File: src/sv/gvpe_pkg.sv
// ----------------------------------------------------------------------------
// gvpe_pkg
// Shared types, constants and the GF(256) power table for the Vandermonde
// parity encoder.
// ----------------------------------------------------------------------------
package gvpe_pkg;

    localparam int MAX_SYMBOLS = 16;
    localparam int NUM_ACC     = 16;
    localparam int ACC_IDX_W   = 4;
    localparam int CFG_W       = 5;
    localparam int POS_W       = $clog2(MAX_SYMBOLS + 1);
    localparam int FIELD_ORDER = 255;
    localparam logic [8:0] FIELD_POLY = 9'h11d;

    typedef struct packed {
        logic [7:0] data_symbol;
        logic       last_symbol;
    } t_in_item;

    typedef struct packed {
        logic [7:0]           parity_symbol;
        logic [ACC_IDX_W-1:0] parity_index;
        logic                 last_parity;
        logic                 overflowed;
    } t_out_item;

    typedef struct packed {
        logic                 we;
        logic                 clr;
        logic [ACC_IDX_W-1:0] idx;
    } t_acc_ctl;

    typedef enum logic [1:0] {
        ST_IDLE,
        ST_ACCUM,
        ST_EMIT
    } t_state;

    typedef logic [255:0][7:0] t_exp_tab;

    function automatic t_exp_tab build_exp_tab();
        t_exp_tab   tab;
        logic [8:0] v;
        tab = '0;
        v   = 9'd1;
        for (int k = 0; k < 256; k++) begin
            tab[k] = v[7:0];
            v = {v[7:0], 1'b0};
            if (v[8]) begin
                v = v ^ FIELD_POLY;
            end
        end
        return tab;
    endfunction

    localparam t_exp_tab ExpTab = build_exp_tab();

endpackage

File: src/sv/gvpe_gfmul.sv
// ----------------------------------------------------------------------------
// gvpe_gfmul
// Shared GF(256) multiplier, field polynomial 0x11d.
// ----------------------------------------------------------------------------
module gvpe_gfmul (
    input  logic [7:0] i_a,
    input  logic [7:0] i_b,
    output logic [7:0] o_p
);

    always_comb begin
        logic [8:0] x;
        logic [7:0] r;
        x = {1'b0, i_a};
        r = '0;
        for (int k = 0; k < 8; k++) begin
            if (i_b[k]) begin
                r = r ^ x[7:0];
            end
            x = {x[7:0], 1'b0};
            if (x[8]) begin
                x = x ^ gvpe_pkg::FIELD_POLY;
            end
        end
        o_p = r;
    end

endmodule

File: src/sv/gvpe_acc.sv
// ----------------------------------------------------------------------------
// gvpe_acc
// Bank of parity accumulators with one read/modify/write port and a
// clear of the whole bank.
// ----------------------------------------------------------------------------
module gvpe_acc (
    input  logic                i_clk,
    input  logic                i_rst_n,
    input  gvpe_pkg::t_acc_ctl  i_ctl,
    input  logic [7:0]          i_wdata,
    output logic [7:0]          o_rdata
);

    logic [7:0] r_acc [gvpe_pkg::NUM_ACC];

    always_ff @(posedge i_clk) begin
        if (!i_rst_n || i_ctl.clr) begin
            for (int k = 0; k < gvpe_pkg::NUM_ACC; k++) begin
                r_acc[k] <= '0;
            end
        end else if (i_ctl.we) begin
            r_acc[i_ctl.idx] <= i_wdata;
        end
    end

    assign o_rdata = r_acc[i_ctl.idx];

endmodule

File: src/sv/gf256_vandermonde_parity_encoder_top.sv
// ----------------------------------------------------------------------------
// gf256_vandermonde_parity_encoder_top
// Operation: a symbol is accepted in idle, then updates all 16 accumulators, one per
//   cycle through the shared GF(256) multiplier; a symbol beyond 16 is dropped.
// Flow: input stalls while not idle; a marked symbol then emits one parity byte per
//   cycle, held under output stall.
// Reset: synchronous active low; clears accumulators, position, overflow flag,
//   and sets parity count to 16.
// ----------------------------------------------------------------------------
module gf256_vandermonde_parity_encoder_top (
    input  logic                           i_clk,
    input  logic                           i_rst_n,
    input  logic                           i_cfg_we,
    input  logic [gvpe_pkg::CFG_W-1:0]     i_cfg_data,
    input  logic                           i_in_valid,
    output logic                           o_in_stall,
    input  gvpe_pkg::t_in_item             i_in_data,
    output logic                           o_out_valid,
    input  logic                           i_out_stall,
    output gvpe_pkg::t_out_item            o_out_data
);

    localparam int IW = gvpe_pkg::ACC_IDX_W;
    localparam int PW = gvpe_pkg::POS_W;

    gvpe_pkg::t_state    r_state, n_state;
    logic [IW-1:0]       r_j, n_j;
    logic [7:0]          r_exp, n_exp;
    logic [PW-1:0]       r_pos, n_pos;
    logic                r_ovf, n_ovf;
    logic [7:0]          r_data, n_data;
    logic                r_last, n_last;
    logic [gvpe_pkg::CFG_W-1:0] r_cfg;
    gvpe_pkg::t_out_item r_out, n_out;
    logic                r_out_valid, n_out_valid;

    gvpe_pkg::t_acc_ctl  acc_ctl;
    logic [7:0]          acc_rdata;
    logic [7:0]          acc_wdata;
    logic [7:0]          coef;
    logic [7:0]          prod;
    logic [8:0]          exp_sum;
    logic [7:0]          exp_next;
    logic [IW-1:0]       last_idx;
    logic                emit_load;

    gvpe_gfmul u_mul (
        .i_a (r_data),
        .i_b (coef),
        .o_p (prod)
    );

    gvpe_acc u_acc (
        .i_clk   (i_clk),
        .i_rst_n (i_rst_n),
        .i_ctl   (acc_ctl),
        .i_wdata (acc_wdata),
        .o_rdata (acc_rdata)
    );

    assign coef      = gvpe_pkg::ExpTab[r_exp];
    assign acc_wdata = acc_rdata ^ prod;
    assign exp_sum   = {1'b0, r_exp} + 9'(r_pos);
    assign exp_next  = (exp_sum >= 9'(gvpe_pkg::FIELD_ORDER))
                     ? 8'(exp_sum - 9'(gvpe_pkg::FIELD_ORDER)) : exp_sum[7:0];

    always_comb begin
        if (r_cfg == '0) begin
            last_idx = '0;
        end else if (r_cfg > gvpe_pkg::CFG_W'(gvpe_pkg::NUM_ACC)) begin
            last_idx = IW'(gvpe_pkg::NUM_ACC - 1);
        end else begin
            last_idx = IW'(r_cfg - 1'b1);
        end
    end

    assign emit_load = (r_state == gvpe_pkg::ST_EMIT) && (!r_out_valid || !i_out_stall);

    always_comb begin
        n_state     = r_state;
        n_j         = r_j;
        n_exp       = r_exp;
        n_pos       = r_pos;
        n_ovf       = r_ovf;
        n_data      = r_data;
        n_last      = r_last;
        n_out       = r_out;
        n_out_valid = r_out_valid && i_out_stall;
        acc_ctl     = '{we: 1'b0, clr: 1'b0, idx: r_j};
        case (r_state)
            gvpe_pkg::ST_IDLE: begin
                if (i_in_valid) begin
                    n_data = i_in_data.data_symbol;
                    n_last = i_in_data.last_symbol;
                    n_j    = '0;
                    n_exp  = 8'(r_pos);
                    if (r_pos < PW'(gvpe_pkg::MAX_SYMBOLS)) begin
                        n_state = gvpe_pkg::ST_ACCUM;
                    end else begin
                        n_ovf   = 1'b1;
                        n_state = i_in_data.last_symbol ? gvpe_pkg::ST_EMIT
                                                        : gvpe_pkg::ST_IDLE;
                    end
                end
            end
            gvpe_pkg::ST_ACCUM: begin
                acc_ctl.we = 1'b1;
                n_exp      = exp_next;
                n_j        = r_j + 1'b1;
                if (r_j == IW'(gvpe_pkg::NUM_ACC - 1)) begin
                    n_j     = '0;
                    n_pos   = r_pos + 1'b1;
                    n_state = r_last ? gvpe_pkg::ST_EMIT : gvpe_pkg::ST_IDLE;
                end
            end
            gvpe_pkg::ST_EMIT: begin
                if (emit_load) begin
                    n_out_valid = 1'b1;
                    n_out = '{parity_symbol: acc_rdata,
                              parity_index:  r_j,
                              last_parity:   (r_j == last_idx),
                              overflowed:    r_ovf};
                    if (r_j == last_idx) begin
                        n_j         = '0;
                        n_pos       = '0;
                        n_ovf       = 1'b0;
                        acc_ctl.clr = 1'b1;
                        n_state     = gvpe_pkg::ST_IDLE;
                    end else begin
                        n_j = r_j + 1'b1;
                    end
                end
            end
            default: begin
                n_state = gvpe_pkg::ST_IDLE;
            end
        endcase
    end

    always_ff @(posedge i_clk) begin
        if (!i_rst_n) begin
            r_state     <= gvpe_pkg::ST_IDLE;
            r_j         <= '0;
            r_pos       <= '0;
            r_ovf       <= 1'b0;
            r_out_valid <= 1'b0;
            r_cfg       <= gvpe_pkg::CFG_W'(gvpe_pkg::NUM_ACC);
        end else begin
            r_state     <= n_state;
            r_j         <= n_j;
            r_pos       <= n_pos;
            r_ovf       <= n_ovf;
            r_out_valid <= n_out_valid;
            if (i_cfg_we) begin
                r_cfg <= i_cfg_data;
            end
        end
    end

    always_ff @(posedge i_clk) begin
        r_exp  <= n_exp;
        r_data <= n_data;
        r_last <= n_last;
        r_out  <= n_out;
    end

    assign o_in_stall  = (r_state != gvpe_pkg::ST_IDLE);
    assign o_out_valid = r_out_valid;
    assign o_out_data  = r_out;

    a_pos_bound: assert property (@(posedge i_clk) disable iff (!i_rst_n)
        r_pos <= PW'(gvpe_pkg::MAX_SYMBOLS))
        else $error("symbol position beyond maximum");

    a_block_clear: assert property (@(posedge i_clk) disable iff (!i_rst_n)
        (emit_load && r_j == last_idx) |=> (r_pos == '0 && !r_ovf && o_out_data.last_parity))
        else $error("block state not cleared after final parity");

    a_last_index: assert property (@(posedge i_clk) disable iff (!i_rst_n)
        (o_out_valid && o_out_data.last_parity) |-> (o_out_data.parity_index == last_idx))
        else $error("final parity index does not match parity count");

    a_accum_exit: assert property (@(posedge i_clk) disable iff (!i_rst_n)
        (r_state == gvpe_pkg::ST_ACCUM && r_j == IW'(gvpe_pkg::NUM_ACC - 1))
        |=> (r_pos == $past(r_pos) + 1'b1))
        else $error("position did not advance after accumulation pass");

endmodule
File: config.mk
export PLATFORM = sky130hd
export DESIGN_NAME = gf256_vandermonde_parity_encoder_top
export DESIGN_NICKNAME = d
export VERILOG_FILES = /design/src/sv/gvpe_pkg.sv /design/src/sv/gvpe_gfmul.sv /design/src/sv/gvpe_acc.sv /design/src/sv/gf256_vandermonde_parity_encoder_top.sv
export SDC_FILE = /design/constraint.sdc
export NUM_CORES = 1
export LEC_CHECK = 0
export BUFFER_PORTS_ARGS = -buffer_cell sky130_fd_sc_hd__buf_2
export CAP_MARGIN = 0
export CORE_UTILIZATION = 25
export CTS_CLUSTER_DIAMETER = 80
export DETAILED_ROUTE_END_ITERATION = 6
export PLACE_DENSITY_LB_ADDON = 0.08
export SETUP_SLACK_MARGIN = 0.05
export SLEW_MARGIN = 20
export SYNTH_ARGS = -nofsm -noshare
export SYNTH_HDL_FRONTEND = slang
export SYNTH_SLANG_ARGS = --single-unit
File: constraint.sdc
create_clock -name i_clk -period 4.35 [get_ports i_clk]
set_clock_uncertainty 0.05 [all_clocks]
set_input_delay 0.87 -clock i_clk [delete_from_list [all_inputs] [get_ports i_clk]]
set_output_delay 0.87 -clock i_clk [all_outputs]
set_load 0.01 [all_outputs]
# After elaboration in Yosys (flattened, before gate mapping)
# Memory sizes are Yosys's and may differ from the RTL's. A register that Yosys moved wholly into a read port is not among the register bits.
# Index checks and enable logic that the tools add are counted.
# op_classes
n_addsub,5
order_cmp,4
eq_ne,9
muxes,60
bitwise,15
n_reduce_logical,22
# op_table
operator,n
8-bit two-way mux,13
8-bit bitwise XOR,8
5-bit two-way mux,10
4-bit two-way mux,9
4-bit NOT,7
1-bit two-way mux,16
8-bit one-hot mux with 2 select lines,1
2-bit two-way mux,7
4-bit one-hot mux with 3 select lines,1
5-bit one-hot mux with 2 select lines,1
8-bit by 5-bit adder with 9-bit output,1
9-bit by 8-bit greater-or-equal comparator with 1-bit output (second input constant),1
8-bit by 9-bit < comparator with 1-bit output (second input constant),1
2-bit inequality test (second input constant),4
4-bit AND reduction,2
2-bit nonzero test,4
8-bit OR reduction,1
8-bit subtractor (second input constant),1
2-bit one-hot mux with 3 select lines,1
2-bit AND reduction,3
5-bit by 1-bit adder with 5-bit output (second input constant),1
5-bit > comparator (second input constant),1
5-bit zero test,1
5-bit < comparator (second input constant),1
15 further kinds,19
# word_totals
regBits,49
mem_bits_rw,128
rom_bits,2048
in_bits,19
out_inout_bits,16
wordCells,130
n_memories,2
# mem_list
name,depth,word_bits,read_ports,rd_ports_with_merged_regs,write_ports,line_no,text
(no name shown),256,8,1,1,0,gf256_vandermonde_parity_encoder_top.sv:61,assign coef = gvpe_pkg::ExpTab[r_exp];
u_acc.r_acc,16,8,1,1,16,gvpe_acc.sv:14,logic [7:0] r_acc [gvpe_pkg::NUM_ACC];

# Longest topological paths before layout
# logic_depth
depth_word,19
depth_mapped,22
ltp_nobuf,19

# Hierarchy
# A second synthesis with hierarchy kept.
# hier_totals
cells_unflattened,1406
hier_area_um2,13176.4
# by_module_without_submodules
module,n_inst,cells_per_inst,area_each_um2,seq_area_each_um2
gf256_vandermonde_parity_encoder_top,1,838,6267.3,1451.4
gvpe_acc,1,403,5734.2,3843.7
gvpe_gfmul,1,165,1174.9,0.0

# Least setup slack after synthesis
# OpenSTA, ideal clock, no wires.
# synth_timing
path_kind,reg-to-reg
start,reg r_exp[0]
end,reg coef[5] (netlist name)
setup_time_ns,0.122
t_arrival_ns,4.575
required_time_ns,4.178
setup_slack_ns,-0.397
stages_incl_launch_ff,22
path_buffers,3
synth_period_minus_slack_ns,4.747
cell_sequence,edfxtp_1 -> ha_1 -> fa_1 -> a21o_1 -> a21oi_1 -> xnor2_1 -> o211ai_2 -> o21ai_0 -> o211a_1 -> nand2_1 -> inv_1 -> buf_2 -> buf_1 -> ha_1 -> buf_2 -> inv_1 -> a21oi_1 -> o21ai_0 -> a21oi_1 -> a31oi_1 -> a311o_1 -> o32a_1
# synth_rtl
element,line_no,text
"start, declared",gf256_vandermonde_parity_encoder_top.sv:28,"logic [7:0] r_exp, n_exp;"
"start signal, assigned",gf256_vandermonde_parity_encoder_top.sv:161,r_exp <= n_exp;

==> flow_metrics.tcl <==
set metrics [dict create \
    tightest_slew_ns 0.7002 \
    grtUsageTotal 0.2092 \
    synthMostInstantiatedCell "nor2_1" \
    path_max_fanout 8 \
    hold_violations 0 \
    die_area_sq_mm 0.05386 \
    avgSynthCellArea_sq_um 9.446 \
    hp-class "flop to flop" \
    max_stage_delay_ns 0.57 \
    path_cells "ha_2 -> fa_2 -> ha_4 -> a21o_1 -> nand2_2 -> nor3_4 -> o211ai_4 -> o21a_1 -> o211a_4 -> nor2_4 -> inv_4 -> ha_1 -> buf_4 -> o21ai_2 -> a21oi_1 -> or4_4 -> and3_1 -> nor4_2 -> buf_4" \
    status "finished clean" \
    path_class "flop to flop" \
    die_x_microns 232.1 \
    max_freq_mhz 233.0 \
    use_met1 0.2882 \
    antenna_found_initial 1 \
    yosys_warnings 0 \
    period_needed_ns 4.293 \
    first_pass_iters 5 \
    drt-initial-drc-count 1218 \
    grt_pass1_wl_mm 81.92 \
    synth_area_leaders "edfxtp_1, mux4_2, nor2_1" \
    dp.cells 2248 \
    num-nets-final 1672 \
    io_pins 35 \
    fin_crit_sh 0.9868 \
    portBuffers 34 \
    holdWs_ns 0.3911 \
    drive_above_1_share 0.3217 \
    clk_pin_slew_ns 0.08 \
    synth_edf_count 159 \
    layout.cells.non_filler 2309 \
    cts-root-buf "clkbuf_16" \
    met3_usage 0.03954 \
    maxSlewViolCount 0 \
    avgViaCountPerCell 5.353 \
    startpoint_type "flop" \
    area_delta_synth_final_pct 30.97 \
    synthFlopType "edfxtp_1" \
    synth_area_sq_mm 0.01323 \
    worstPathRequired_ns 4.73 \
    drt-wirelength-per-cell_microns 24.40 \
    cts_max_path_buffers 2 \
    holdPathStages 0 \
    clock_latency_ns 0.48 \
    slew_headroom 0.5316 \
    hold_start "r_ovf$_SDFFE_PN0P_" \
    synthTopCellsByCount "nor2_1, edfxtp_1, nand2_1, o21ai_0, xnor2_1" \
    grt_overflow 0 \
    cts_made_buffers 17 \
    drc_errors 0 \
    setup_viol 0 \
    yosysSeqAreaShare 0.4062 \
    busiest_layer "met2" \
    yosys.area.top_type "edfxtp_1" \
    nFillCells 5315 \
    endpoint_kind "flop" \
    synth_cell_types 90 \
    reg2reg_slack_ns 0.06 \
    arrival_ns 4.67 \
    grt_pass1_vias 12140 \
    reg2reg_from "r_exp[0]$_DFFE_PP_" \
    synth-async-reset-ratio 0 \
    hold_end "o_out_data[0]$_DFFE_PP_" \
    critPathSlowestCell "fa_2" \
    drt_wl_total_mm 56.35 \
    ys_seq_elements 189 \
    netlist_instances 1401 \
    insertedDiodeCount 0 \
    syn_nets 1457 \
    ant_nets 0 \
    cts_tree "yes" \
    reg2reg_to "coef[4]$_DFF_P_" \
    die-height_microns 232.1 \
    cts_sinks 189 \
    hpwl_mm 40.85 \
    cap_viol_max_count 0 \
    rows 83 \
    synth_top_area_share 0.3608 \
    r2r_cells 19 \
    tns_ns 0 \
    gp_congestion 0.9684 \
    coreArea_sq_mm 0.05182 \
    grt_max_degree 35 \
    rsz0062_at_grt "true" \
    htree_num_levels 4 \
    utilization 0.3345 \
    path_common_cell "buf_4" \
    start_util 0.2554 \
    met2_usage 0.3167 \
    vias 12360 \
]
[routing by layer]
layer | vias to the layer above | routed length, microns
li1 | 5630 | -
met1 | 6074 | 25770
met2 | 527 | 24680
met3 | 128 | 3753
met4 | 0 | 2141
met5 | - | 0
[cell type report]
| class | count | area, sq um | area share |
|---|---|---|---|
| inverters | 30 | 120.1 | 0.006930 |
| well taps | 680 | 850.8 | 0.04909 |
| flip-flops and latches | 189 | 5378 | 0.3103 |
| clock buffers | 17 | 425.4 | 0.02454 |
| clock inverters | 15 | 146.4 | 0.008446 |
| repair buffers | 313 | 2567 | 0.1481 |
| multi-input cells | 1065 | 7845 | 0.4526 |
[per-stage QoR]
stage               setup WS, ns  cell area, sq um
floorplan                0.06927             13270
global placement        -0.09058             15790
detailed placement      -0.09922             15790
CTS                     0.003579             16580
global route             -0.1001             17330
finish                   0.05732             17330
[how the worst max path moves through the flow]
stage,from,to
floorplan,r_exp[0]$_DFFE_PP_,coef[5]$_DFF_P_
global placement,r_exp[0]$_DFFE_PP_,coef[2]$_DFF_P_
detailed placement,r_exp[0]$_DFFE_PP_,coef[1]$_DFF_P_
CTS,r_exp[0]$_DFFE_PP_,coef[4]$_DFF_P_
global route,r_exp[0]$_DFFE_PP_,coef[4]$_DFF_P_
finish,r_exp[0]$_DFFE_PP_,coef[4]$_DFF_P_
[layout by cell type, fill, tap and decap left out, drive strengths merged, types with 11 or more instances in the layout]
cell type,Yosys,layout
buf,45,310
nor2,214,215
edfxtp,159,159
nand2,142,142
o21ai,88,88
xnor2,76,76
a21oi,73,73
nand3,43,43
mux4,41,41
o211ai,39,39
inv,30,38
ha,36,36
dfxtp,30,30
xor2,25,25
nor3,24,24
a31oi,23,23
a211oi,22,22
clkbuf,73,19
and3,11,11
nand2b,11,11
o22ai,11,11
a221oi,11,11
[state kept, by name, summed over array words and instances, names as in the netlist, 2 cells and up, named ones only]
signal,flops
o_out_data,14
coef,8
u_acc.r_acc,128
r_cfg,5
r_pos,5
r_state,2
r_data,8
r_j,4
r_exp,8
[kinds of logic after synthesis]
group	after synthesis	synth area share
flops	189	0.4062
fa+ha+maj	38	0.03631
mux	52	0.07838
buf+inv	148	0.04708
xor+xnor	101	0.06741
compound gates	371	0.1957
simple gates	502	0.1690
[repair_timing]
action / CTS / global route
gates resized for setup: 29 / 127
hold buffers: 0 / 0
setup endpoints to repair: 8 / 8
pin swaps: 12 / 35
gates cloned: 1 / 3
buffers inserted: 9 / 16
[critical path: cells and delay by family (launching register included)]
| kind | cells | cell delay (ns) |
|---|---|---|
| flops | 1 | 0.40 |
| buf+inv | 3 | 0.43 |
| compound gates | 6 | 0.87 |
| fa+ha+maj | 4 | 1.12 |
| simple gates | 6 | 1.38 |
Power is left out: the tool's default activity adds up to more than one toggle a clock period on the data nets, which glitch-free logic cannot reach.
